[src/design/n2a_pkg.sv]
// Package for number_to_ascii_digits: transaction types, format codes,
// ASCII constants and the decimal weight table. No dependencies.
package n2a_pkg;

	typedef struct packed {
		logic [2:0]  req_type;
		logic [15:0] value;
	} req_t;

	typedef struct packed {
		logic [6:0] ascii_char;
		logic       last_char;
	} res_t;

	typedef enum logic [2:0] {
		FMT_DEC3 = 3'd0,
		FMT_DEC2 = 3'd1,
		FMT_BCD2 = 3'd2,
		FMT_HEX2 = 3'd3,
		FMT_DEC5 = 3'd4,
		FMT_HEX4 = 3'd5
	} fmt_t;

	localparam logic [6:0] ASCII_ZERO = 7'd48;
	localparam logic [6:0] ASCII_NINE = 7'd57;
	localparam logic [6:0] HEX_GAP    = 7'd7;

	// k * 10^place, place 0..4, k 0..9
	function automatic logic [16:0] dec_weight(input logic [2:0] place, input logic [3:0] k);
		logic [16:0] base;
		case (place)
			3'd0: base = 17'd1;
			3'd1: base = 17'd10;
			3'd2: base = 17'd100;
			3'd3: base = 17'd1000;
			3'd4: base = 17'd10000;
			default: base = 17'd0;
		endcase
		return 17'(base * {13'd0, k});
	endfunction

endpackage

[src/design/n2a_digit.sv]
// Character extraction for one output position: decimal digit by weight
// compare and subtract, or hex/BCD nibble select. Uses n2a_pkg.
module n2a_digit import n2a_pkg::*; (
	input  logic [2:0]  fmt,
	input  logic [15:0] rem,
	input  logic [2:0]  left,
	output logic [6:0]  ascii_char,
	output logic [15:0] rem_next
);

	logic [3:0]  dig;
	logic [3:0]  nib;
	logic [16:0] sub;
	logic [6:0]  hex_c;

	always_comb begin
		dig = 4'd0;
		for (int k = 1; k < 10; k++) begin
			if ({1'b0, rem} >= dec_weight(left, 4'(k))) begin
				dig = 4'(k);
			end
		end
		sub = dec_weight(left, dig);
		nib = rem[{left[1:0], 2'b00} +: 4];
		hex_c = ASCII_ZERO + {3'd0, nib};
		if (hex_c > ASCII_NINE) begin
			hex_c = hex_c + HEX_GAP;
		end

		rem_next = rem;
		case (fmt)
			FMT_DEC3, FMT_DEC2, FMT_DEC5: begin
				ascii_char = ASCII_ZERO + {3'd0, dig};
				rem_next   = rem - sub[15:0];
			end
			FMT_BCD2: begin
				ascii_char = (nib <= 4'd9) ? ASCII_ZERO + {3'd0, nib} : ASCII_ZERO;
			end
			FMT_HEX2, FMT_HEX4: begin
				ascii_char = hex_c;
			end
			default: begin
				ascii_char = ASCII_ZERO;
			end
		endcase
	end

endmodule

[src/design/n2a_emit.sv]
// Character sequencer: loads a request, emits one character per cycle
// into the result register. Uses n2a_pkg and n2a_digit.
module n2a_emit import n2a_pkg::*; (
	input  logic clk,
	input  logic arst_n,
	input  logic in_valid,
	input  req_t in_req,
	output logic take,
	output logic strobe,
	output res_t result
);

	logic        active_q;
	logic [2:0]  fmt_q;
	logic [15:0] rem_q;
	logic [2:0]  left_q;
	logic        strobe_q;
	res_t        result_q;

	logic [6:0]  ch;
	logic [15:0] rem_next;
	logic [7:0]  v8;
	logic [7:0]  v8_mod100;
	logic        init_ok;
	logic [15:0] init_rem;
	logic [2:0]  init_left;

	n2a_digit u_digit (
		.fmt       (fmt_q),
		.rem       (rem_q),
		.left      (left_q),
		.ascii_char(ch),
		.rem_next  (rem_next)
	);

	assign take = !active_q || (left_q == 3'd0);

	always_comb begin
		v8 = in_req.value[7:0];
		if (v8 >= 8'd200) begin
			v8_mod100 = v8 - 8'd200;
		end else if (v8 >= 8'd100) begin
			v8_mod100 = v8 - 8'd100;
		end else begin
			v8_mod100 = v8;
		end
		init_ok   = 1'b1;
		init_rem  = {8'd0, v8};
		init_left = 3'd1;
		case (in_req.req_type)
			FMT_DEC3: begin
				init_left = 3'd2;
			end
			FMT_DEC2: begin
				init_rem = {8'd0, v8_mod100};
			end
			FMT_BCD2, FMT_HEX2: begin
				init_left = 3'd1;
			end
			FMT_DEC5: begin
				init_rem  = in_req.value;
				init_left = 3'd4;
			end
			FMT_HEX4: begin
				init_rem  = in_req.value;
				init_left = 3'd3;
			end
			default: begin
				init_ok = 1'b0;
			end
		endcase
	end

	always_ff @(posedge clk or negedge arst_n) begin
		if (!arst_n) begin
			active_q <= 1'b0;
			strobe_q <= 1'b0;
		end else begin
			strobe_q <= active_q;
			if (take) begin
				active_q <= in_valid && init_ok;
			end
		end
	end

	always_ff @(posedge clk) begin
		if (active_q) begin
			result_q.ascii_char <= ch;
			result_q.last_char  <= (left_q == 3'd0);
		end
		if (take) begin
			fmt_q  <= in_req.req_type;
			rem_q  <= init_rem;
			left_q <= init_left;
		end else begin
			rem_q  <= rem_next;
			left_q <= left_q - 3'd1;
		end
	end

	assign strobe = strobe_q;
	assign result = result_q;

endmodule

[src/design/number_to_ascii_digits.sv]
// Top level of number_to_ascii_digits: request register and character
// sequencer. Uses n2a_pkg and n2a_emit.
//
// Usage: a request (format code and 16-bit value) is taken at a rising edge
// where start is high and busy is low. The block answers with one character
// per cycle on result, each marked by strobe for exactly one cycle, most
// significant first, last_char set on the final one. Formats give 3, 2, 2,
// 2, 5 and 4 characters; codes 6 and 7 give none.
// The accepting edge fills the input register, the idle sequencer then
// loads the request, and the result register takes the first character
// after that. Throughput: one character per cycle; each request holds
// the sequencer until all its characters (5 for dec5) are out. The
// character sequencer is the limit; one request waits in the input register
// while the previous one is being emitted, and busy is high only while
// that register is full and cannot move on.
// Reset clears the input register and sequencer; no results are pending.
// The receiver cannot stall: results must be taken when strobe is high.
module number_to_ascii_digits import n2a_pkg::*; (
	input  logic clk,
	input  logic arst_n,
	input  logic start,
	output logic busy,
	input  req_t req,
	output logic strobe,
	output res_t result
);

	logic valid_s1;
	req_t req_s1;
	logic take;
	logic accept;

	n2a_emit u_emit (
		.clk     (clk),
		.arst_n  (arst_n),
		.in_valid(valid_s1),
		.in_req  (req_s1),
		.take    (take),
		.strobe  (strobe),
		.result  (result)
	);

	assign busy   = valid_s1 && !take;
	assign accept = start && !busy;

	always_ff @(posedge clk or negedge arst_n) begin
		if (!arst_n) begin
			valid_s1 <= 1'b0;
		end else if (accept) begin
			valid_s1 <= 1'b1;
		end else if (take) begin
			valid_s1 <= 1'b0;
		end
	end

	always_ff @(posedge clk) begin
		if (accept) begin
			req_s1 <= req;
		end
	end

endmodule

[config.mk]
export PLATFORM = sky130hd
export DESIGN_NAME = number_to_ascii_digits
export DESIGN_NICKNAME = d
export VERILOG_FILES = /design/src/design/n2a_pkg.sv /design/src/design/n2a_digit.sv /design/src/design/n2a_emit.sv /design/src/design/number_to_ascii_digits.sv
export SDC_FILE = /design/constraint.sdc
export NUM_CORES = 1
export LEC_CHECK = 0
export ABC_AREA = 1
export BUFFER_PORTS_ARGS = -buffer_cell sky130_fd_sc_hd__buf_2
export CORE_UTILIZATION = 30
export DETAILED_ROUTE_END_ITERATION = 10
export GPL_TIMING_DRIVEN = 0
export SYNTH_ARGS = -nofsm -noshare
export SYNTH_HDL_FRONTEND = slang
export SYNTH_SLANG_ARGS = --single-unit
[constraint.sdc]
create_clock -name clk -period 21.4 [get_ports clk]
set_input_delay 4.28 -clock clk [delete_from_list [all_inputs] [get_ports clk]]
set_output_delay 4.28 -clock clk [all_outputs]
set_load 0.01 [all_outputs]
# Yosys cells after proc, flatten, opt, wreduce, memory -nomap -nowiden
# Index checks and enable logic that the tools add are counted.
# classes
add_sub_neg	7
multipliers	6
order_cmp	13
eq_ne	14
shift	1
muxes	23
reduce_logical	16
# ops
op	count
>= comparator 16 x 17 -> 1 bit	9
one-hot mux 14 bit (5 select lines)	1
multiplier 17 x 3 -> 17 bit (second input constant)	2
two-way mux 16 bit	2
two-way mux 4 bit	8
one-hot mux 16 bit (2 select lines)	1
one-hot mux 7 bit (3 select lines)	1
equality test 3 x 2 -> 1 bit (second input constant)	6
multiplier 17 x 2 -> 16 bit (second input constant)	1
multiplier 17 x 2 -> 17 bit (second input constant)	1
multiplier 17 x 4 -> 16 bit	1
multiplier 17 x 4 -> 17 bit (second input constant)	1
two-way mux 8 bit	2
variable part select 16 x 5 -> 4 bit	1
subtractor 16 bit	1
equality test 3 bit (second input constant)	5
adder 6 x 4 -> 7 bit (first input constant)	2
two-way mux 7 bit	2
equality test 3 x 1 -> 1 bit (second input constant)	3
zero test 3 bit	3
one-hot mux 3 bit (3 select lines)	1
>= comparator 8 x 7 -> 1 bit (second input constant)	1
>= comparator 8 bit (second input constant)	1
subtractor 8 x 7 -> 8 bit (second input constant)	1
14 further kinds	23
# totals
register_bits	52
input_bits	22
out_inout_bits	10

# Longest topological paths before layout
# Gate-level depths: netlist (run 1).
# depth
depth_word	16
mapped_depth	49
mapped_depth_nobuf	49

# Hierarchy
# A second synthesis (run 1) with hierarchy kept.
# unflattened
hier_cells	1207
hier_area_um2	8619.5
# by_module_without_submodules
mod	n_inst	cells_per_inst	area_each_um2	seq_area_each_um2
n2a_digit	1	1005	6551.3	0.0
n2a_emit	1	176	1440.1	760.7
number_to_ascii_digits	1	26	628.1	595.6

# Worst setup path after synthesis (run 1)
# No wires, ideal clock.
# synth_timing
path_kind	reg-to-reg
start	reg u_emit.left_q[1]
end	reg u_emit.rem_q[12], data pin
setup_ns	0.254
t_arrival_ns	7.743
required_time_ns	21.146
setup_slack_ns	13.403
path_stages_with_launch	45
n_path_buf	0
period_less_slack_ns	7.997
cell_sequence	dfxtp_1 > inv_2 > ha_1 > nand2_1 > inv_1 > nor2_1 > inv_1 > fa_1 > fa_1 > nand3_1 > and2_1 > inv_1 > a21oi_1 > o21bai_1 > nand2_1 > o21ai_1 > a21oi_1 > xor2_1 > [9 not listed] > nand2_2 > nor2_1 > fa_1 > inv_1 > fa_1 > inv_1 > fa_1 > inv_1 > ha_1 > a21o_1 > a21oi_2 > o21bai_1 > a21oi_1 > o21ai_1 > a21boi_1 > nand2_1 > nand3_1 > nand2_1
# synth_between
elab_chain_len	16
word_cells_on_any_way	34
# synth_rtl
item	line	rtl
from (decl)	n2a_emit.sv:16	logic [2:0] left_q;
from (signal assigned)	n2a_emit.sv:94	left_q <= init_left;
from (signal assigned)	n2a_emit.sv:97	left_q <= left_q - 3'd1;
parallel branches: the longest is 15 deep, another holds multiplier 17 x 2 -> 17 bit	-	
two-way mux 16 bit (*)	n2a_emit.sv:91	if (take) begin
to (signal assigned)	n2a_emit.sv:93	rem_q <= init_rem;
to (signal assigned)	n2a_emit.sv:96	rem_q <= rem_next;
to (decl)	n2a_emit.sv:15	logic [15:0] rem_q;
# Every way passes the cells marked *. The select of a mux whose other input is x is not followed.
# A chain may end at the register's enable or synchronous reset.

# Final worst setup path (run 1)
# layout_timing
start	reg u_emit.left_q[0]
end	reg u_emit.rem_q[12], data pin
# Same word-level chain as after synthesis.

==> summary by stage, run 1 <==
Run status
The flow ran to the end, and the final reports show no timing, DRC or antenna violations.

Timing
Setup repair after global routing left no endpoint under its margin. The setup violation total in the final timing report is 0. The final-report hold violation count came to 0. The clock period minus worst slack is 9.89 ns. Based on the critical path, the design can be clocked at up to 0.101 GHz. Summed over all failing endpoints, the final setup total negative slack is 0 ns. After layout, the worst path uses 46.2% of the clock period.

The number of max-slew violations in the final report came to 0. The relative slew slack is 45.6%. The slew at the pin closest to its max-slew limit is 0.813 ns. The largest clock skew in the final design is 0.0108 ns.

Critical path
In this run the worst path has a maximum fanout of 13. The peak per-stage delay on the critical path is 0.67 ns. The number of cells on the worst reg-to-reg path is 44.

The cell with the largest stage delay on the worst path is nor2_2. The critical setup path kind is flip-flop to flip-flop. The worst setup path is captured at a flip-flop. STA classifies the critical path startpoint as a flip-flop. The most repeated library cell on the critical path is inv_1. The arrival time reported for the critical path endpoint is 9.93 ns.

STA puts the critical path data required time at 21.44 ns.

Logic synthesis
Averaged over all synthesized cells, the footprint is 7.47 µm². The dominant synthesized flop cell is edfxtp_1. ha_1 takes more of the synthesized area than any other cell.

During synthesis, Yosys emitted a total of 0 warnings. The sequential cell area fraction in the yosys report is 17.7%. The synthesized design contains 52 register bits. The most frequent cell after synthesis is nand2_1. Sorting the synthesized cells by how often they occur yields nand2_1 (217), inv_1 (200), ha_1 (168). Yosys attributes the largest share of cell area to ha_1 (24%), edfxtp_1 (16%), nand2_1 (9.5%). Yosys mapped a number of flops with a built-in enable equal to 46.

After synthesis the cells add up to 8590 µm². The area share of the largest cell type after synthesis is 24.5%. Of all flip-flops after synthesis, the portion carrying an async set or reset was 5.77%. The instance count of the mapped netlist is 1,149. Counting distinct cell types in the post-synthesis netlist gives 52.

Placed design
The final weighted congestion in routability-driven placement is 0.916. Detailed placement finished with a half-perimeter wire length of 19,300 µm. The number of buffer cells added on primary ports is 31.

Clocking
The TritonCTS clock tree is built. The depth of the CTS H-tree is 2. The number of hold buffers added after CTS is 0. The clock-pin slew on the worst setup and hold paths is 0.07 ns.

The maximum count of clock buffers along a single path is 2. The tree is rooted in a clkbuf_16. The tree built by TritonCTS fans out to 52 sinks.

The number of clock buffers added by TritonCTS is 5. In this run the post-CTS setup repair buffer count came out at 0. Gates resized during post-CTS repair numbered 0.

The source-to-sink clock delay at the later pin of the worst-skew pair is 0.29 ns.

Drt
The first detailed-routing pass took 5 iterations. The final wirelength is 23,100 µm. For this block, the initial DRC count from the detailed router was 421. After detailed routing, the number of vias per cell comes to 4.80.

The detailed router placed 7,514 vias in this run. In the routed design, unresolved DRC markers number 0. The routed length per instance is 14.7 µm. The count of antenna-violating nets left after detailed routing is 0.

Global routing
The number of antenna violations at the first check in global routing was 0. The global route total overflow is 0. Entering global routing, the biggest net connects 20 pins. The number of global-route vias before repair is 7,276.

The first-pass GRT wire length is 37,100 µm. Across every metal layer, demand over resource in global routing totals 16.1%.

Layout
The area growth from synthesis to layout is 9.62%. The post-route netlist has 7.40% of its cells at a drive strength greater than 1. The final layout contains 1,418 nets. The count of antenna diodes in the layout is 0.

Worst hold path
The path type of the worst min-delay path is flip-flop to flip-flop. The worst hold path passes through 2 cells.

Floorplan
The total I/O pin count is 32. The core outline area is 27,900 µm². The site row count is 61. In this run the vertical extent of the chip is 171 µm. The floorplan step defined a die boundary enclosing 29,300 µm². For this configuration, the core starts out at a cell density of 30.7%. The horizontal die dimension is 171 µm.

Job
The count of max-cap constraint violations is 0.
-- registers in the layout, summed over array words and instances, names as in the netlist --
register / flops
req_s1: 19
u_emit.active_q: 1
u_emit.fmt_q: 3
u_emit.left_q: 3
u_emit.rem_q: 16
u_emit.result: 8
u_emit.strobe: 1
valid_s1: 1
-- cells by family (layout without fill, tap and decap cells) --
family | count (synthesis) | after routing | synth area share, %
xor+xnor | 36 | 36 | 3.67
flops | 52 | 52 | 17.7
fa+ha+maj | 208 | 208 | 33.8
simple gates | 441 | 441 | 22.6
buf+inv | 221 | 260 | 9.82
compound gates | 189 | 189 | 12.3
other cells | 2 | 3 | 0.0875
-- worst max-delay path, delay by kind of cell, from the launching register on --
family                   cells  cell delay [ns]
flip-flops                   1             0.42
buffers and inverters        8             1.32
adder cells (fa/ha/maj)      8             3.38
AO/OA/AOI/OAI               13             1.89
AND/OR/NAND/NOR             14             2.41
XOR/XNOR                     1             0.18
-- path summary, 6_finish.rpt --
kind	start	end	slack, ns
worst min register to register	valid_s1$_DFFE_PN0P_	u_emit.active_q$_DFFE_PN0N_	0.52
worst max register to register	u_emit.left_q[0]$_DFF_P_	u_emit.rem_q[12]$_DFFE_PP_	11.51
worst min-delay path	valid_s1$_DFFE_PN0P_	u_emit.active_q$_DFFE_PN0N_	0.52
min in group asynchronous	arst_n	u_emit.strobe$_DFF_PN0_	3.77
worst max-delay path	u_emit.left_q[0]$_DFF_P_	u_emit.rem_q[12]$_DFFE_PP_	11.51
max in group asynchronous	arst_n	u_emit.active_q$_DFFE_PN0N_	17.53
-- placed cells by master, fill, tap and decap left out, drive strengths merged, types with 24 or more instances in the layout --
master and instances:
a21oi 91, buf 35, edfxtp 46, fa 40, ha 168, inv 214
nand2 227, nand3 64, nand4 25, nor2 98, o21ai 58, xor2 24
-- layout make-up --
type | count | area (µm²)
clock inverters | 3 | 68.8
clock buffers | 5 | 125
multi-input cells | 877 | 6230
flip-flops and latches | 52 | 1520
repair buffers | 31 | 155
fillers | 3045 | 18500
inverters | 213 | 800
plain buffers | 8 | 43.8
well taps | 378 | 473
-- metal layers --
layer  vias up  track usage [%]  share of wire, %
li1       3892                -                 -
met1      3458             21.6                47
met2       139             28.8                48
met3        25            0.782               3.2
met4         0             3.22               1.5
met5         -                0                 0
-- through the flow --
stage	cells	instance area, µm²	utilization [%]	hold slack (ns)	setup WS (ns)
CTS	1567	9410	33.7	0.514	11.48
detailed placement	1559	9220	33.0	0.499	11.52
global placement	1559	9220	33.0	0.491	11.52
finish	1567	9410	33.7	0.521	11.51
global route	1567	9410	33.7	0.546	10.62
floorplan	1150	8590	-	0.451	13.40
Power of run 1 is not shown: default switching activity piles up to over one toggle a cycle in this logic, so the estimate is an artifact.
==> run 2: changes to the inputs <==
--- a/config.mk
+++ b/config.mk
@@ -5,7 +5,7 @@
 export SDC_FILE = /design/constraint.sdc
 export NUM_CORES = 1
 export LEC_CHECK = 0
-export ABC_AREA = 1
+export ABC_AREA = 0
 export BUFFER_PORTS_ARGS = -buffer_cell sky130_fd_sc_hd__buf_2
 export CORE_UTILIZATION = 30
 export DETAILED_ROUTE_END_ITERATION = 10
==> constraint.sdc (replaced) <==
create_clock -name clk -period 8.15 [get_ports clk]
set_input_delay 1.63 -clock clk [delete_from_list [all_inputs] [get_ports clk]]
set_output_delay 1.63 -clock clk [all_outputs]
set_load 0.01 [all_outputs]
==> summary by stage, run 2 <==
Run status
The run finished, with violations left. The checks that failed: setup timing.

Clocking
The source-to-sink clock delay at the later pin of the worst-skew pair is 0.29 ns. The clock-pin slew on the worst setup and hold paths is 0.07 ns. The maximum count of clock buffers along a single path is 2.

For this design, the CTS-stage hold fixing added 0 buffers. The total CTS buffers is 5. The clock net sink count is 52. The depth of the CTS H-tree is 2. The clock tree root buffer cell is clkbuf_16. TritonCTS built the clock tree.

Critical path
The peak per-stage delay on the critical path is 0.54 ns. Among the stages of the critical path, the cell type that occurs most often is nor2_4. The maximum fanout along the worst path is 6. The arrival time reported for the critical path endpoint is 8.22 ns. The cell with the largest stage delay on the worst path is fa_1.

The kind of end point of the critical path is a flip-flop. The critical path required time is 8.18 ns. The critical path is of the flip-flop to flip-flop type. The critical path startpoint category is a flip-flop.

Timing
The achievable clock frequency is 0.122 GHz. The relative slew slack is 51.2%. For the pin with the worst max-slew slack, the measured transition is 0.733 ns. Setup repair after global routing could not meet its margin everywhere.

The clock period minus worst slack is 8.19 ns. The setup violation total in the final timing report is 1. The final-report hold violation count came to 0.

In the post-route analysis, the smallest setup slack over all paths is -0.0432 ns. Setup total negative slack on the finished layout was measured at -0.0432 ns. The final cycle utilization of the critical path is 101%. Between clock sinks in the finished design, the worst skew comes to 0.00705 ns. The number of max-slew violations in the final report was 0.

Placed design
Routability-driven placement finished with a final weighted congestion of 0.925. The number of instances in the placed design is 1,271. The number of buffer cells added on primary ports is 31. Detailed placement ended at an HPWL of 16,800 µm. The pre-CTS worst setup slack is -1.52 ns.

Global routing
The first global-routing pass estimated 35,400 µm of wire. The global route total overflow is 0. The maximum number of pins on one net before global-route repair is 17.

The number of antenna violations at the first check in global routing was 0. The number of global-route vias before repair was 6,938. For this run, the total global-route usage over all layers was measured as 16.0%.

Layout
The share of final-layout standard cells stronger than drive strength 1 is 20.3%. Leaving out fill and tap cells, the most frequent cells in the layout are ha_1 (151), inv_1 (110), a21oi_1 (55), nor2_1 (55), buf_4 (49). Compared with the post-synthesis result, the final layout area differs by 20.8%.

The most common cell after layout, fill and taps aside is ha_1. Counting the fill cells in the layout gives 2,630. The register with the most flip-flops in the final layout is req_s1.

The finished layout holds 1,327 standard cells, fillers aside. The sequential cells in the finished layout cover a total of 1530 µm². The register with the most flip-flops in the layout has 19 of them. The area used by multi-input combinational logic is 6540 µm². The final layout contains 1,221 nets.

The repair_antennas step left the layout with diodes totalling 0.

Floorplan
The total I/O pin count is 32. The die is 166 µm wide. The site row count is 59.

The die height is 166 µm. The area enclosed by the die boundary is 27,500 µm². The core region is 26,200 µm². The initial cell density of the core is 30.8%.

Logic synthesis
In the synthesized netlist the dominant register cell turns out to be edfxtp_1. The cell area after synthesis is 8070 µm². For this run, the number of Yosys warnings is 0. The synthesized design contains 46 enable-type register cells. The instance count of the mapped netlist is 903.

The most frequent cell after synthesis is ha_1. After synthesis, the cell types taking the most area are ha_1 (26%), edfxtp_1 (17%), fa_1 (9.9%). The synthesized area divided by synthesized cell count is 8.93 µm².

The fraction of synthesis flops using an asynchronous set or reset pin is 5.77%. The dominant cell type by area after synthesis is ha_1. The synthesis-stage register bit count is 52. The area share of the largest cell type after synthesis is 26.1%.

The synthesized netlist contains 74 unique library cells. By count the netlist is led by ha_1 (168), inv_1 (125), a21oi_1 (67). After synthesis, flip-flops and latches occupy 18.8% of the total area.

Drt
The routed length per instance is 16.9 µm. For this block, the via count after detailed routing is 6,911. Summed over all layers, the routed wires come to 22,400 µm. The total length of routed met3 wires is 873 µm. The first detailed-routing pass took 7 iterations. The number of DRC violations after detailed routing is 0. The highest metal layer carrying signal wires in the routed design is met4. For this block, the initial DRC count from the detailed router was 428. The via density per instance is 5.21.

The count of antenna-violating nets left after detailed routing is 0. In the final routing, the length of wire on met1 measures 9820 µm. The sum of met2 wire segment lengths after detailed routing is 10,800 µm.

Worst hold path
In this run the worst hold path is classified as flip-flop to flip-flop.

Job
The count of max-cap constraint violations is 0.
[run 2: cell types whose count changed after synthesis, moves of 13 or more]
cell	previous run	this run
a21oi_1	89	67
nand2b_1	1	14
nand3_1	63	33
nor2_1	87	63
nand4_1	25	9
nand2_1	217	50
inv_1	200	125
nor2b_1	0	14
xnor2_1	12	36
inv_2	13	0
[run 2: repair_timing]
item,in CTS,in global routing
buffers inserted,26,23
pin swaps,27,56
setup endpoints to repair,12,10
gates resized for setup,70,58
[run 2: path summary, 6_finish.rpt]
kind / slack, ns / start / depth (start not counted) / to
worst max-delay path: -0.04 / u_emit.left_q[1]$_DFF_P_ / 43 / u_emit.rem_q[15]$_DFFE_PP_
worst min-delay path: 0.49 / valid_s1$_DFFE_PN0P_ / 2 / u_emit.active_q$_DFFE_PN0N_
worst max register to register: -0.04 / u_emit.left_q[1]$_DFF_P_ / 43 / u_emit.rem_q[15]$_DFFE_PP_
worst min register to register: 0.49 / valid_s1$_DFFE_PN0P_ / 2 / u_emit.active_q$_DFFE_PN0N_
max in group asynchronous: 6.92 / arst_n / 1 / u_emit.active_q$_DFFE_PN0N_
min in group asynchronous: 1.12 / arst_n / 1 / valid_s1$_DFFE_PN0P_
[run 2: layer usage]
| metal | GRT usage [%] | up-vias |
|---|---|---|
| met3 | 1.62 | 57 |
| met4 | 6.05 | 0 |
| li1 | - | 3406 |
| met2 | 28.1 | 170 |
| met5 | 0 | - |
| met1 | 20.2 | 3278 |
[run 2: worst max-delay path, delay by kind of cell, from the launching register on]
| kind | cells | cell delay [ns] |
|---|---|---|
| compound gates | 12 | 1.94 |
| flops | 1 | 0.41 |
| buf+inv | 6 | 0.39 |
| simple gates | 13 | 1.32 |
| xor+xnor | 2 | 0.31 |
| fa+ha+maj | 10 | 3.54 |
[run 2: cell type report]
class,count,share of cell area [%]
clock buffers,6,1.32
inverters,127,5.33
repair buffers,81,5.48
flip-flops and latches,52,15.6
well taps,335,4.30
plain buffers,10,0.642
clock inverters,2,0.167
multi-input cells,714,67.1
[run 2: per-stage QoR]
stage / instance area (µm²) / utilization [%] / hold WS (ns)
2_1_floorplan: 8120 / - / 0.438
3_3_place_gp: 8690 / 33.2 / 0.463
3_5_place_dp: 8700 / 33.2 / 0.471
4_1_cts: 9320 / 35.6 / 0.486
5_1_grt: 9750 / 37.2 / 0.500
6_report: 9750 / 37.2 / 0.491
[run 2: kinds of logic after synthesis]
family / count (synthesis) / share of synthesized area, %
AND/OR/NAND/NOR: 233 / 14.3
AO/OA/AOI/OAI: 215 / 17.7
adder cells (fa/ha/maj): 209 / 36.1
buffers and inverters: 138 / 6.48
flip-flops: 52 / 18.8
XOR/XNOR: 49 / 5.32
multiplexers: 5 / 1.24
other: 2 / 0.0931
Power of run 2 is left out for the same reason.
